File: src/hdl/bcet_pkg.sv
// shared types, constants and codes of the cyclic bch error trapping codec
package bcet_pkg;

  localparam int CODE_LENGTH = 15;
  localparam int CHECK_BITS  = 8;
  localparam int MSG_BITS    = CODE_LENGTH - CHECK_BITS;
  localparam int CNT_W       = $clog2(CODE_LENGTH);
  localparam int WGT_W       = $clog2(CHECK_BITS + 1);
  localparam int LIMIT_W     = 3;
  localparam int CMP_W       = (WGT_W > LIMIT_W) ? WGT_W : LIMIT_W;
  localparam int STATUS_W    = 2;
  localparam int GEN_W       = CHECK_BITS + 1;

  // stream payload widths
  localparam int IN_TDATA_W  = ((CODE_LENGTH + 7) / 8) * 8;
  localparam int OUT_W       = CODE_LENGTH + CHECK_BITS + STATUS_W + CNT_W;
  localparam int OUT_TDATA_W = ((OUT_W + 7) / 8) * 8;

  typedef logic [CODE_LENGTH-1:0] word_t;
  typedef logic [CHECK_BITS-1:0]  par_t;
  typedef logic [CNT_W-1:0]       cnt_t;
  typedef logic [WGT_W-1:0]       wgt_t;
  typedef logic [LIMIT_W-1:0]     limit_t;
  typedef logic [STATUS_W-1:0]    status_t;

  // register reset values (leading generator bit is implied)
  localparam par_t   GEN_RESET   = par_t'(465);
  localparam limit_t LIMIT_RESET = limit_t'(2);

  // configuration register indexes
  localparam logic CFG_GEN   = 1'b0;
  localparam logic CFG_LIMIT = 1'b1;

  // operation codes
  localparam logic OP_ENCODE = 1'b0;
  localparam logic OP_DECODE = 1'b1;

  // result status codes
  localparam status_t ST_OK    = status_t'(0);
  localparam status_t ST_FIXED = status_t'(1);
  localparam status_t ST_FAIL  = status_t'(2);

  // word shift register commands
  typedef enum logic [2:0] {
    ROT_HOLD,
    ROT_LOAD,
    ROT_LEFT,
    ROT_RIGHT,
    ROT_FLIP
  } rot_cmd_e;

  typedef struct packed {
    rot_cmd_e cmd;
    word_t    load_word;
  } rot_ctl_t;

  // remainder register commands
  typedef enum logic [1:0] {
    REM_HOLD,
    REM_CLEAR,
    REM_SHIFT
  } rem_cmd_e;

  typedef struct packed {
    rem_cmd_e cmd;
    logic     bit_in;
  } rem_ctl_t;

endpackage

File: src/hdl/bcet_rem.sv
// bit-serial polynomial divider that keeps the running remainder and its weight
module bcet_rem import bcet_pkg::*; (
  input  logic     clk_i,
  input  logic     rst_ni,
  input  rem_ctl_t ctl_i,
  input  par_t     gen_i,
  output par_t     rem_o,
  output wgt_t     weight_o
);

  par_t rem_q, rem_d;
  wgt_t wgt;

  // shift in one word bit, msb first, and reduce by the generator
  always_comb begin
    rem_d = rem_q;
    case (ctl_i.cmd)
      REM_CLEAR: rem_d = '0;
      REM_SHIFT: begin
        rem_d = {rem_q[CHECK_BITS-2:0], ctl_i.bit_in};
        if (rem_q[CHECK_BITS-1]) begin
          rem_d = rem_d ^ gen_i;
        end
      end
      REM_HOLD: rem_d = rem_q;
      default:  rem_d = rem_q;
    endcase
  end

  always_ff @(posedge clk_i or negedge rst_ni) begin
    if (!rst_ni) begin
      rem_q <= '0;
    end else begin
      rem_q <= rem_d;
    end
  end

  // weight of the remainder
  always_comb begin
    wgt = '0;
    for (int i = 0; i < CHECK_BITS; i++) begin
      wgt = wgt + wgt_t'(rem_q[i]);
    end
  end

  assign rem_o    = rem_q;
  assign weight_o = wgt;

endmodule

File: src/hdl/bcet_rot.sv
// circular word shift register: feeds the divider and applies the correction
module bcet_rot import bcet_pkg::*; (
  input  logic     clk_i,
  input  rot_ctl_t ctl_i,
  input  par_t     flip_i,
  output logic     msb_o,
  output word_t    word_o
);

  word_t word_q, word_d;

  // one rotation step, load or parity flip per cycle
  always_comb begin
    word_d = word_q;
    case (ctl_i.cmd)
      ROT_LOAD:  word_d = ctl_i.load_word;
      ROT_LEFT:  word_d = {word_q[CODE_LENGTH-2:0], word_q[CODE_LENGTH-1]};
      ROT_RIGHT: word_d = {word_q[0], word_q[CODE_LENGTH-1:1]};
      ROT_FLIP:  word_d = word_q ^ word_t'(flip_i);
      ROT_HOLD:  word_d = word_q;
      default:   word_d = word_q;
    endcase
  end

  // payload only, no reset
  always_ff @(posedge clk_i) begin
    word_q <= word_d;
  end

  assign msb_o  = word_q[CODE_LENGTH-1];
  assign word_o = word_q;

endmodule

File: src/hdl/cyclic_bch_error_trapping_codec.sv
// top level of the cyclic bch (15,7) encoder and error trapping decoder
//
//  channel   direction  handshake                      payload
//  s_axis    in         s_axis_tvalid / s_axis_tready  tdata data_word, tuser op
//  m_axis    out        m_axis_tvalid / m_axis_tready  tdata code_word, syndrome,
//                                                      status, shift_count
//  cfg       in         cfg_valid_i / cfg_ready_o      cfg_index_i, cfg_data_i
//
// one word at a time; the serial divider takes one word bit per cycle, and
// every remainder is followed by a check step and, before the next remainder,
// by a right rotation of the word.
// encode, zero syndrome or trap at rotation zero: result after a single division
// pass; trap at rotation h: word rotated back h steps first; uncorrectable: a pass at every rotation.
// a finished result waits in the output register while the next word enters;
// a new result stalls only if the previous one has not been taken yet.
// asynchronous active-low reset clears control state and the configuration registers.
module cyclic_bch_error_trapping_codec import bcet_pkg::*; (
  input  logic                   clk_i,
  input  logic                   rst_ni,
  // input stream
  input  logic                   s_axis_tvalid,
  output logic                   s_axis_tready,
  input  logic [IN_TDATA_W-1:0]  s_axis_tdata,  // [14:0] data_word, [15] zero
  input  logic                   s_axis_tuser,  // [0] op
  // output stream
  output logic                   m_axis_tvalid,
  input  logic                   m_axis_tready,
  output logic [OUT_TDATA_W-1:0] m_axis_tdata,  // [14:0] code_word, [22:15] syndrome,
                                                // [24:23] status, [28:25] shift_count,
                                                // [31:29] zero
  // configuration writes
  input  logic                   cfg_valid_i,
  output logic                   cfg_ready_o,
  input  logic                   cfg_index_i,
  input  logic [GEN_W-1:0]       cfg_data_i
);

  typedef enum logic [2:0] {
    IDLE,
    DIV,
    CHECK,
    ROTR,
    BACK,
    DONE
  } state_e;

  state_e  state_q;
  cnt_t    cnt_q;
  cnt_t    h_q;
  logic    op_q;
  word_t   orig_q;
  par_t    syn_q;
  status_t status_q;
  cnt_t    shift_q;
  logic    out_valid_q;
  logic [OUT_TDATA_W-1:0] out_data_q;

  par_t    gen_q;
  limit_t  limit_q;

  rot_ctl_t rot_ctl;
  rem_ctl_t rem_ctl;
  logic     rot_msb;
  word_t    rot_word;
  par_t     rem;
  wgt_t     rem_wgt;
  logic     in_xfer;
  logic     trapped;
  word_t    load_word;
  word_t    done_word;

  assign in_xfer = s_axis_tvalid && s_axis_tready;

  // configuration registers, written only while idle
  assign cfg_ready_o = (state_q == IDLE);

  always_ff @(posedge clk_i or negedge rst_ni) begin
    if (!rst_ni) begin
      gen_q   <= GEN_RESET;
      limit_q <= LIMIT_RESET;
    end else if (cfg_valid_i && cfg_ready_o) begin
      if (cfg_index_i == CFG_GEN) begin
        gen_q <= cfg_data_i[CHECK_BITS-1:0];
      end else begin
        limit_q <= cfg_data_i[LIMIT_W-1:0];
      end
    end
  end

  // word to divide: received word, or message shifted above the parity
  assign load_word = (s_axis_tuser == OP_ENCODE)
                   ? {s_axis_tdata[MSG_BITS-1:0], {CHECK_BITS{1'b0}}}
                   : s_axis_tdata[CODE_LENGTH-1:0];

  assign trapped = (CMP_W'(rem_wgt) <= CMP_W'(limit_q));

  // commands to the shift registers
  always_comb begin
    rot_ctl.cmd       = ROT_HOLD;
    rot_ctl.load_word = load_word;
    rem_ctl.cmd       = REM_HOLD;
    rem_ctl.bit_in    = rot_msb;
    case (state_q)
      IDLE: begin
        if (in_xfer) begin
          rot_ctl.cmd = ROT_LOAD;
          rem_ctl.cmd = REM_CLEAR;
        end
      end
      DIV: begin
        rot_ctl.cmd = ROT_LEFT;
        rem_ctl.cmd = REM_SHIFT;
      end
      CHECK: begin
        if (op_q == OP_DECODE && rem != '0 && trapped) begin
          rot_ctl.cmd = ROT_FLIP;
        end
      end
      ROTR: begin
        rot_ctl.cmd = ROT_RIGHT;
        rem_ctl.cmd = REM_CLEAR;
      end
      BACK:    rot_ctl.cmd = ROT_LEFT;
      DONE:    rot_ctl.cmd = ROT_HOLD;
      default: rot_ctl.cmd = ROT_HOLD;
    endcase
  end

  bcet_rot u_rot (
    .clk_i  (clk_i),
    .ctl_i  (rot_ctl),
    .flip_i (rem),
    .msb_o  (rot_msb),
    .word_o (rot_word)
  );

  bcet_rem u_rem (
    .clk_i    (clk_i),
    .rst_ni   (rst_ni),
    .ctl_i    (rem_ctl),
    .gen_i    (gen_q),
    .rem_o    (rem),
    .weight_o (rem_wgt)
  );

  // result word chosen by outcome
  always_comb begin
    if (status_q == ST_FIXED) begin
      done_word = rot_word;
    end else if (op_q == OP_ENCODE) begin
      done_word = orig_q | word_t'(syn_q);
    end else begin
      done_word = orig_q;
    end
  end

  // sequencer with state and registered outputs
  always_ff @(posedge clk_i or negedge rst_ni) begin
    if (!rst_ni) begin
      state_q     <= IDLE;
      cnt_q       <= '0;
      h_q         <= '0;
      op_q        <= OP_ENCODE;
      status_q    <= ST_OK;
      shift_q     <= '0;
      out_valid_q <= 1'b0;
    end else begin
      // output transfer empties the register unless a new result replaces it
      if (m_axis_tvalid && m_axis_tready && state_q != DONE) begin
        out_valid_q <= 1'b0;
      end
      case (state_q)
        IDLE: begin
          if (in_xfer) begin
            op_q     <= s_axis_tuser;
            orig_q   <= load_word;
            cnt_q    <= '0;
            h_q      <= '0;
            status_q <= ST_OK;
            shift_q  <= '0;
            state_q  <= DIV;
          end
        end
        DIV: begin
          cnt_q <= cnt_q + cnt_t'(1);
          if (cnt_q == cnt_t'(CODE_LENGTH - 1)) begin
            cnt_q   <= '0;
            state_q <= CHECK;
          end
        end
        CHECK: begin
          if (h_q == '0) begin
            syn_q <= rem;
          end
          if (op_q == OP_ENCODE || (h_q == '0 && rem == '0)) begin
            state_q <= DONE;
          end else if (trapped) begin
            status_q <= ST_FIXED;
            shift_q  <= h_q;
            state_q  <= (h_q == '0) ? DONE : BACK;
          end else if (h_q == cnt_t'(CODE_LENGTH - 1)) begin
            status_q <= ST_FAIL;
            state_q  <= DONE;
          end else begin
            state_q <= ROTR;
          end
        end
        ROTR: begin
          h_q     <= h_q + cnt_t'(1);
          state_q <= DIV;
        end
        BACK: begin
          cnt_q <= cnt_q + cnt_t'(1);
          if (cnt_q + cnt_t'(1) == h_q) begin
            cnt_q   <= '0;
            state_q <= DONE;
          end
        end
        DONE: begin
          if (!out_valid_q || m_axis_tready) begin
            out_valid_q <= 1'b1;
            out_data_q  <= OUT_TDATA_W'({shift_q, status_q, syn_q, done_word});
            state_q     <= IDLE;
          end
        end
        default: state_q <= IDLE;
      endcase
    end
  end

  assign s_axis_tready = (state_q == IDLE);
  assign m_axis_tvalid = out_valid_q;
  assign m_axis_tdata  = out_data_q;

`ifndef SYNTHESIS
  // every accepted word starts a division pass
  a_start_div: assert property (@(posedge clk_i) disable iff (!rst_ni)
    in_xfer |=> state_q == DIV)
    else $error("accepted word did not start a division");

  // a full division pass leaves the word register where it started
  a_word_restored: assert property (@(posedge clk_i) disable iff (!rst_ni)
    (state_q == CHECK && h_q == '0) |-> rot_word == orig_q)
    else $error("word register not restored after division");

  // rotating back only happens for a nonzero trap rotation
  a_back_nonzero: assert property (@(posedge clk_i) disable iff (!rst_ni)
    state_q == BACK |-> (h_q != '0 && status_q == ST_FIXED))
    else $error("rotate back without a trapped rotation");

  // a corrected result always carries a nonzero syndrome
  a_fixed_syn: assert property (@(posedge clk_i) disable iff (!rst_ni)
    (m_axis_tvalid && m_axis_tdata[CODE_LENGTH+CHECK_BITS+STATUS_W-1:
                                   CODE_LENGTH+CHECK_BITS] == ST_FIXED)
    |-> m_axis_tdata[CODE_LENGTH+CHECK_BITS-1:CODE_LENGTH] != '0)
    else $error("corrected result with zero syndrome");
`endif

endmodule
File: config.mk
export PLATFORM = sky130hd
export DESIGN_NAME = cyclic_bch_error_trapping_codec
export DESIGN_NICKNAME = d
export VERILOG_FILES = /design/src/hdl/bcet_pkg.sv /design/src/hdl/bcet_rem.sv /design/src/hdl/bcet_rot.sv /design/src/hdl/cyclic_bch_error_trapping_codec.sv
export SDC_FILE = /design/constraint.sdc
export NUM_CORES = 1
export LEC_CHECK = 0
export BUFFER_PORTS_ARGS = -buffer_cell sky130_fd_sc_hd__buf_2
export CAP_MARGIN = 20
export CELL_PAD_IN_SITES_DETAIL_PLACEMENT = 1
export CELL_PAD_IN_SITES_GLOBAL_PLACEMENT = 2
export CORE_MARGIN = 2
export CORE_UTILIZATION = 42
export CTS_BUF_LIST = sky130_fd_sc_hd__clkbuf_16
export DETAILED_ROUTE_END_ITERATION = 12
export PLACE_DENSITY_LB_ADDON = 0.08
export SYNTH_ARGS = -nofsm -noshare
export SYNTH_HDL_FRONTEND = slang
export SYNTH_SLANG_ARGS = --single-unit
File: constraint.sdc
create_clock -name clk_i -period 11.85 [get_ports clk_i]
set_input_delay 1.185 -clock clk_i [delete_from_list [all_inputs] [get_ports clk_i]]
set_output_delay 1.185 -clock clk_i [all_outputs]
set_load 0.02 [all_outputs]
After elaboration in Yosys (flattened, before gate mapping)
Index checks and enable logic that the tools add are counted.
{ "classes": {"reduce_logical": 31, "n_addsub": 9, "mux": 36, "n_eq_ne": 23, "bitwise_logic": 5, "order_cmp": 1} }
{ "op_table": {"columns": ["op", "count"], "rows": [
  ["$pmux 15 s4", 1],
  ["$mux 15", 3],
  ["$add 4x1->4", 6],
  ["$mux 3", 8],
  ["$mux 4", 5],
  ["$pmux 3 s6", 1],
  ["$pmux 4 s2", 2],
  ["$pmux 8 s2", 1],
  ["$or 15x8->15", 1],
  ["$xor 15x8->15", 1],
  ["$eq 3x2->1 const B", 4],
  ["$pmux 3 s4", 1],
  ["$pmux 4 s3", 1],
  ["$reduce_and 4->1", 3],
  ["$ne 2x2->1 const B", 5],
  ["$reduce_and 2->1", 5],
  ["$eq 3x3->1 const B", 3],
  ["$reduce_and 3->1", 3],
  ["$add 4x1->4 const B", 2],
  ["$eq 4x4->1 const B", 2],
  ["$logic_not 8->1", 1],
  ["$mux 2", 4],
  ["$mux 8", 1],
  ["$reduce_bool 8->1", 1],
  ["22 further kinds", 40]
]} }
{ "totals": {"inputBits": 32, "output_inout_bits": 35, "elab_cells": 119, "reg_bits": 105} }

Depth between registers and ports, before layout
Gate-level depths: netlist of run 1.
{ "logic_depth": {"depth_word": 13, "depth_mapped": 16, "depth_no_buf": 15} }

Cells and area by module
From an unflattened synthesis of run 1, not the netlist that was laid out.
{ "unflattened": {"cells_unflattened": 433, "hier_area_um2": 5268.8} }
{ "by_module_without_submodules": {"columns": ["module", "instances", "seq_area_each_um2", "area_each_um2", "cells_per_inst"], "rows": [
  ["cyclic_bch_error_trapping_codec", 1, 2318.5, 3649.8, 272],
  ["bcet_rot", 1, 450.4, 992.2, 91],
  ["bcet_rem", 1, 200.2, 626.9, 70]
]} }

Least setup slack after synthesis of run 1
Ideal clock, no wire load.
{ "synth_timing": {"path_kind": "reg-to-reg", "start": "reg u_rem.rem_q[0] (netlist: u_rem.rem_o[0])", "end": "reg u_rot.word_q[0] (netlist: u_rot.word_o[0]) (enable)", "t_arrival_ns": 4.047, "setup_ns": 0.329, "stages_incl_launch_ff": 16, "setup_slack_ns": 7.475, "path_cell_list": "dfrtp_1 inv_1 ha_1 inv_1 fa_1 fa_1 inv_1 fa_1 fa_1 xor2_1 ha_1 o21ai_0 o22ai_2 o311a_2 buf_6 nand2_1"} }
{ "synth_between": {"elab_chain_cells": 13, "word_cells_on_any_way": 18, "cone_classes": "7 x add/sub; 1 x order compare; 4 x eq/ne; 2 x mux; 4 x reduce/logical"} }
{ "synth_rtl": {"columns": ["item", "line_no", "source"], "rows": [
  ["from (decl)", "bcet_rem.sv:11", "par_t rem_q, rem_d;"],
  ["from (signal assigned)", "bcet_rem.sv:34", "rem_q <= rem_d;"],
  ["$add 1x1->2", "bcet_rem.sv:42", "wgt = wgt + wgt_t'(rem_q[i]);"],
  ["$add 4x1->4 (6 in series)", "bcet_rem.sv:42", null],
  ["$le 4x3->1", "cyclic_bch_error_trapping_codec.sv:95", "assign trapped = (CMP_W'(rem_wgt) <= CMP_W'(limit_q));"],
  ["$logic_and 1x1->1 *", "cyclic_bch_error_trapping_codec.sv:115", "if (op_q == OP_DECODE && rem != '0 && trapped) begin"],
  ["$mux 3 *", "cyclic_bch_error_trapping_codec.sv:115", null],
  ["$pmux 3 s4 *", "cyclic_bch_error_trapping_codec.sv:103", "case (state_q)"],
  ["$eq 3x1->1 (tied with other cells)", "bcet_rot.sv:15", "case (ctl_i.cmd)"],
  ["$reduce_bool 4->1 (no line) *", null, null],
  ["to (signal assigned)", "bcet_rot.sv:27", "word_q <= word_d;"],
  ["to (decl)", "bcet_rot.sv:10", "word_t word_q, word_d;"]
]} }
Every way passes the cells marked *; elsewhere a longest branch is shown, timed or not.
A chain may end at the register's enable or synchronous reset.

Worst setup path in the final report of run 1
Ends and elaborated chain as after synthesis.

==> results of run 1 <==
-- final cells by class --
class | instances | share of cell area
inverters | 23 | 0.0148
multi-input cells | 262 | 0.343
repair buffers | 64 | 0.0562
clock buffers | 9 | 0.0386
well taps | 147 | 0.0315
clock inverters | 7 | 0.00665
flip-flops and latches | 105 | 0.509
-- state kept, by name, summed over array words and instances, names as in the netlist, 4 cells and up --
signal        count
m_axis_tdata     29
shift_q           4
h_q               4
syn_q             8
cnt_q             4
orig_q           15
u_rem.rem_o       8
u_rot.word_o     15
gen_q             8
-- worst min path at each step --
stage | startpoint | end | slack, ns | cells after the start
floorplan | shift_q[0] | m_axis_tdata[25] | 0.43 | 0
global placement | shift_q[0] | m_axis_tdata[25] | 0.44 | 0
detailed placement | syn_q[7] | m_axis_tdata[22] | 0.44 | 0
CTS | syn_q[7] | m_axis_tdata[22] | 0.45 | 0
global route | syn_q[3] | m_axis_tdata[18] | 0.47 | 0
finish | syn_q[7] | m_axis_tdata[22] | 0.46 | 0
-- power groups by stage --
stage,Clock [mW],Combinational (mW),Sequential (mW)
2_1_floorplan,0,0.339,0.570
3_3_place_gp,0,0.420,0.597
3_5_place_dp,0,0.431,0.599
4_1_cts,0.283,0.435,0.591
5_1_grt,0.298,0.476,0.605
6_report,0.275,0.427,0.591
-- cell usage in the layout (no fill, tap or decap), types with 6 or more instances in the layout --
cell type and count:
sky130_fd_sc_hd__nand2_1 38, sky130_fd_sc_hd__xor2_1 7, sky130_fd_sc_hd__ha_1 13, sky130_fd_sc_hd__and2_1 8
sky130_fd_sc_hd__inv_1 25, sky130_fd_sc_hd__a21oi_1 15, sky130_fd_sc_hd__buf_2 61, sky130_fd_sc_hd__edfxtp_1 67
sky130_fd_sc_hd__a21o_1 8, sky130_fd_sc_hd__mux2_2 18, sky130_fd_sc_hd__a31o_1 6, sky130_fd_sc_hd__o21ai_0 19
sky130_fd_sc_hd__a22o_1 13, sky130_fd_sc_hd__nor2_1 12, sky130_fd_sc_hd__nand3_1 7, sky130_fd_sc_hd__xnor2_1 15
sky130_fd_sc_hd__dfrtp_1 33, sky130_fd_sc_hd__clkbuf_16 9, sky130_fd_sc_hd__mux2_1 8, sky130_fd_sc_hd__a22oi_1 8
-- logic make-up after synthesis --
family                     after synthesis  share of synthesized area
DFF                                    105                      0.575
and+or+nand+nor                         99                      0.101
AOI/OAI and AO/OA                       94                      0.139
buffers and inverters                   43                     0.0392
muxes                                   26                     0.0567
xor gates and xnor gates                23                     0.0417
adders and majority gates               17                     0.0470
other                                    1                   0.000726
-- synthesized netlist by cell type, drive strengths merged, types with 2 or more instances --
cell and count:
a211oi 2, a21o 8, a21oi 16, a22o 13, a22oi 8, a31o 6
and2 8, and3 4, buf 14, clkbuf 6, dfrtp 33, dfstp 5
edfxtp 67, fa 4, ha 13, inv 23, mux2 26, nand2 40
nand2b 5, nand3 7, nand3b 3, nor2 14, nor2b 2, nor3 4
nor3b 3, o21ai 22, o221ai 2, o31ai 8, or3 2, xnor2 15
xor2 7
-- routing by layer --
layer,vias up,track usage,share of wire
met5,-,0,0
met4,0,0.0707,0.018
met3,11,0.0327,0.027
met2,54,0.309,0.49
met1,1704,0.243,0.47
li1,1590,-,-
-- worst reg2reg max path: stages (launching register included) --
cell                      delay (ns)
sky130_fd_sc_hd__dfrtp_1        0.45
sky130_fd_sc_hd__inv_1          0.11
sky130_fd_sc_hd__ha_1           0.30
sky130_fd_sc_hd__inv_1          0.07
sky130_fd_sc_hd__fa_1           0.43
sky130_fd_sc_hd__fa_1           0.49
sky130_fd_sc_hd__inv_1          0.05
sky130_fd_sc_hd__fa_1           0.40
sky130_fd_sc_hd__fa_1           0.39
sky130_fd_sc_hd__xor2_1         0.16
sky130_fd_sc_hd__ha_1           0.28
sky130_fd_sc_hd__nand3_1        0.07
sky130_fd_sc_hd__o21ai_0        0.09
sky130_fd_sc_hd__o22ai_2        0.70
sky130_fd_sc_hd__o311a_2        0.52
sky130_fd_sc_hd__nand2_1        0.33
==> summary.txt, run 1 <==
result of the run = completed
capture point of the worst reg-to-reg path = u_rot.word_o[0]
share of layout cells above drive strength 1 = 0.262
launching element of the worst setup path = u_rem.rem_o[0]
number of placed I/O pins = 67
chip width = 115 um
drt drc = 0
worst hold slack across all endpoints = 0.458 ns
Primary FF master, synth = sky130_fd_sc_hd__edfxtp_1
Slowest Stage Delay on Critical Path = 0.70 ns
pin count of the biggest net entering global routing = 42
Critical Path Fanout Max = 16
worst path required time = 11.87 ns
cells on worst reg2reg path = 15
path length in cells of the critical path = 15
fmax = 0.194 GHz
via count normalized by instance count = 5.44
static leakage power = 2.39 nW
combinational group share of total power = 0.330
clock transition at the registers of the reported paths = 0.07 ns
post-synth cell types = 63
clock power share = 0.213
worst path setup slack after routing = 6.68 ns
number of inserted diodes = 0
input/output buffers = 61
Pwr per Cell Area = 222 mW/mm^2
CTS tree = built
buffers and inverters on the worst path = 3
number of flip-flops and latches in the synthesized netlist = 105
Filler Cells Inserted = 1,271
crit path launch type = register
clock skew = 0.00796 ns
Site Rows = 40
dpl ws = 6.64 ns
cell-by-cell listing of the critical path = inv_1 > ha_1 > inv_1 > fa_1 > fa_1 > inv_1 > fa_1 > fa_1 > xor2_1 > ha_1 > nand3_1 > o21ai_0 > o22ai_2 > o311a_2 > nand2_1
count of flip-flops with a built-in enable after synthesis = 67
number of cells upsized or downsized after cts = 0
length of the first detailed-routing pass in iterations = 4
number of nets at the end of the flow = 514
Root Buffer = sky130_fd_sc_hd__clkbuf_16
Total GRT Usage = 0.185
leading cell types by total area after synthesis = sky130_fd_sc_hd__edfxtp_1, sky130_fd_sc_hd__dfrtp_1, sky130_fd_sc_hd__mux2_2
setup repair after global routing missed its margin = no
internal reg-to-reg setup slack = 6.68 ns
number of endpoints with negative hold slack in the final report = 0
netlist area before placement = 0.00517 sq mm
synth warn = 0
max-cap violations = 0
DIE HEIGHT = 115 um
Placed Cells incl. Taps = 601
leftover overflow at the end of global routing = 0
fraction of the core area covered by cells at the end of the flow = 0.486
Slew @ Worst Pin = 0.881 ns
reg-to-reg startpoint = u_rem.rem_o[0]
library cell with the largest summed area after synthesis = sky130_fd_sc_hd__edfxtp_1
critical path's most frequent cell = sky130_fd_sc_hd__fa_1
global-route wire length before repair = 18,500 um
mean area per synthesized cell = 12.7 sq um
Worst Setup End Kind = register
die area = 0.0132 sq mm
Critical-path top delay cell = sky130_fd_sc_hd__o22ai_2
type of the worst setup path = reg2reg
area of the core region = 0.0120 sq mm
internal power consumption = 826 uW
WP data arrival = 5.19 ns
part of the cycle the worst path needs = 0.436
worst slew margin relative to its limit = 0.413
routed vias = 3,359
fraction of the yosys area taken by sequential cells = 0.575
total power after layout = 1.29 mW
remaining antenna violation count after routing = 0
Initial Utilization = 0.430
proportion of netlist area held by the largest area contributor = 0.389
capturing element of the worst setup path = u_rot.word_o[0]
clock period minus worst slack = 5.17 ns
placed inst area = 0.00557 sq mm
hold buffer count at cts = 0
clock latency reported for the late side of the worst-skew pair = 0.35 ns
Largest delay share family, worst path = adder cells
buffers inserted by post-CTS timing repair = 0
total non-filler cell area in the finished layout = 0.00584 sq mm
total negative slack for setup checks = 0 ns
total area of multi-input combinational cells = 0.00200 sq mm
area taken by flip-flops and latches = 0.00297 sq mm
maximum clock insertion buffer count = 2
Worst Hold Class = reg2reg
register share of total power = 0.457
# H-tree levels = 3
DPL Wire Length = 8060 um
initial antenna violation count = 0
largest vdd supply drop = 0.0000768 V
wire length per cell = 18.4 um
final-report max-slew violation count = 0
Layout Cells excl Fill = 617
Num CTS Buffers = 9
DRT iter0 DRCs = 134
Mapped Cells = 408
clock sink count = 105
Async SR Flop Fraction = 0.362
Synth-to-Final Area Change = 13.0%
vias in the first global route = 3,439
overall routed net length = 11,400 um
switching power as a share of total power = 0.362
final-report setup violation count = 0
final weighted congestion in routability-driven placement = 0.754
switching pwr = 468 uW
No activity file was read; power rests on OpenSTA's default activity.
==> run 2, diff against run 1 <==
--- a/config.mk
+++ b/config.mk
@@ -10,7 +10,7 @@
 export CELL_PAD_IN_SITES_DETAIL_PLACEMENT = 1
 export CELL_PAD_IN_SITES_GLOBAL_PLACEMENT = 2
 export CORE_MARGIN = 2
-export CORE_UTILIZATION = 42
+export CORE_UTILIZATION = 39
 export CTS_BUF_LIST = sky130_fd_sc_hd__clkbuf_16
 export DETAILED_ROUTE_END_ITERATION = 12
 export PLACE_DENSITY_LB_ADDON = 0.08
==> constraint.sdc (replaced) <==
create_clock -name clk_i -period 5.35 [get_ports clk_i]
set_input_delay 0.535 -clock clk_i [delete_from_list [all_inputs] [get_ports clk_i]]
set_output_delay 0.535 -clock clk_i [all_outputs]
set_load 0.02 [all_outputs]
==> summary.txt, run 2 (synthesis results as in run 1) <==
hold buffer count at cts = 0
global-route wire length before repair = 19,500 um
worst slew margin relative to its limit = 0.412
number of inserted diodes = 0
number of cells upsized or downsized after cts = 0
Initial Utilization = 0.395
highest-count cells in the layout ignoring fill and taps = sky130_fd_sc_hd__edfxtp_1, sky130_fd_sc_hd__buf_2, sky130_fd_sc_hd__nand2_1
DIE HEIGHT = 119 um
routed vias = 3,321
Critical-path top delay cell = sky130_fd_sc_hd__fa_1
cell-by-cell listing of the critical path = inv_1 > ha_1 > inv_1 > fa_1 > fa_1 > inv_1 > fa_1 > fa_1 > xor2_1 > ha_1 > o21ai_0 > o22ai_2 > o311a_2 > buf_4 > a31o_1
critical path's most frequent cell = sky130_fd_sc_hd__fa_1
worst hold slack across all endpoints = 0.202 ns
die area = 0.0142 sq mm
DRT iter0 DRCs = 163
share of layout cells above drive strength 1 = 0.263
reg-to-reg startpoint = u_rem.rem_o[0]
DPL Wire Length = 8580 um
most common cell after layout, fill and taps aside = sky130_fd_sc_hd__edfxtp_1
number of flip-flops under the largest register name = 29
result of the run = completed
clock transition at the registers of the reported paths = 0.07 ns
Placed Cells incl. Taps = 632
clock latency reported for the late side of the worst-skew pair = 0.35 ns
largest vdd supply drop = 0.000196 V
setup repair after global routing missed its margin = no
final-report max-slew violation count = 0
Root Buffer = sky130_fd_sc_hd__clkbuf_16
remaining antenna violation count after routing = 0
vias in the first global route = 3,583
Filler Cells Inserted = 1,409
clock skew = 0.00496 ns
# H-tree levels = 3
clock sink count = 105
Worst Setup End Kind = register
area of the core region = 0.0131 sq mm
CTS tree = built
worst path setup slack after routing = 0.589 ns
Pwr per Cell Area = 507 mW/mm^2
placed inst area = 0.00562 sq mm
length of the first detailed-routing pass in iterations = 4
crit path launch type = register
number of placed I/O pins = 67
Num CTS Buffers = 9
wire length per cell = 18.5 um
via count normalized by instance count = 5.13
leftover overflow at the end of global routing = 0
fmax = 0.210 GHz
dpl ws = 0.585 ns
pin count of the biggest net entering global routing = 30
initial antenna violation count = 0
max-cap violations = 0
part of the cycle the worst path needs = 0.890
Worst Hold Class = in2async
worst path required time = 5.46 ns
type of the worst setup path = reg2reg
clock period minus worst slack = 4.76 ns
Slowest Stage Delay on Critical Path = 0.50 ns
total non-filler cell area in the finished layout = 0.00596 sq mm
Synth-to-Final Area Change = 15.3%
number of endpoints with negative hold slack in the final report = 0
final weighted congestion in routability-driven placement = 0.782
Layout Cells excl Fill = 648
number of nets at the end of the flow = 516
drt drc = 0
Site Rows = 42
chip width = 119 um
WP data arrival = 4.87 ns
input/output buffers = 61
overall routed net length = 12,000 um
launching element of the worst setup path = u_rem.rem_o[0]
Slew @ Worst Pin = 0.881 ns
buffers inserted by post-CTS timing repair = 0
static leakage power = 2.43 nW
final-report setup violation count = 0
total negative slack for setup checks = 0 ns
maximum clock insertion buffer count = 2
Total GRT Usage = 0.179
Critical Path Fanout Max = 13
==> run 2: where the power goes <==
part / switching (mW) / total, mW / leakage [nW] / internal (mW)
logic: 0.558 / 0.963 / 1.14 / 0.405
clock network: 0.293 / 0.746 / 0.166 / 0.453
registers: 0.189 / 1.31 / 1.12 / 1.12
==> run 2: cell type report <==
type / instances / area, sq um / area share
flip-flops and latches: 105 / 2970 / 0.498
multi-input cells: 262 / 2000 / 0.336
inverters: 23 / 86.3 / 0.0145
clock buffers: 9 / 225 / 0.0378
well taps: 176 / 220 / 0.0370
repair buffers: 66 / 343 / 0.0575
clock inverters: 7 / 110 / 0.0185
==> run 2: stage by stage <==
step                total power [mW]  utilization
floorplan                       2.01            -
global placement                2.27        0.430
detailed placement              2.31        0.430
CTS                             3.06        0.455
global route                    3.21        0.455
finish                          3.02        0.455
==> run 2: final timing paths <==
path | end | slack, ns | cells past startpoint
setup / recovery | u_rot.word_o[6] | 0.59 | 15
hold / removal | cnt_q[2] | 0.20 | 1
setup reg to reg | u_rot.word_o[6] | 0.59 | 15
hold reg to reg | m_axis_tdata[27] | 0.46 | 0
max in group asynchronous | status_q[1] | 4.50 | 2
min in group clk_i | gen_q[5] | 0.40 | 2
==> run 2: layer usage <==
metal | routed length (um) | track usage | part of all wire | vias up
met5 | 0 | 0 | 0 | -
met4 | 140 | 0.0610 | 0.012 | 0
met3 | 371 | 0.0302 | 0.031 | 11
met2 | 6080 | 0.302 | 0.51 | 54
met1 | 5370 | 0.235 | 0.45 | 1665
li1 | - | - | - | 1591
==> run 2: worst max-delay path: cells and delay by family, from the launching register on <==
kind / cells / cell delay (ns)
fa+ha+maj: 6 / 2.32
flops: 1 / 0.46
compound gates: 4 / 1.15
xor+xnor: 1 / 0.17
buf+inv: 4 / 0.42
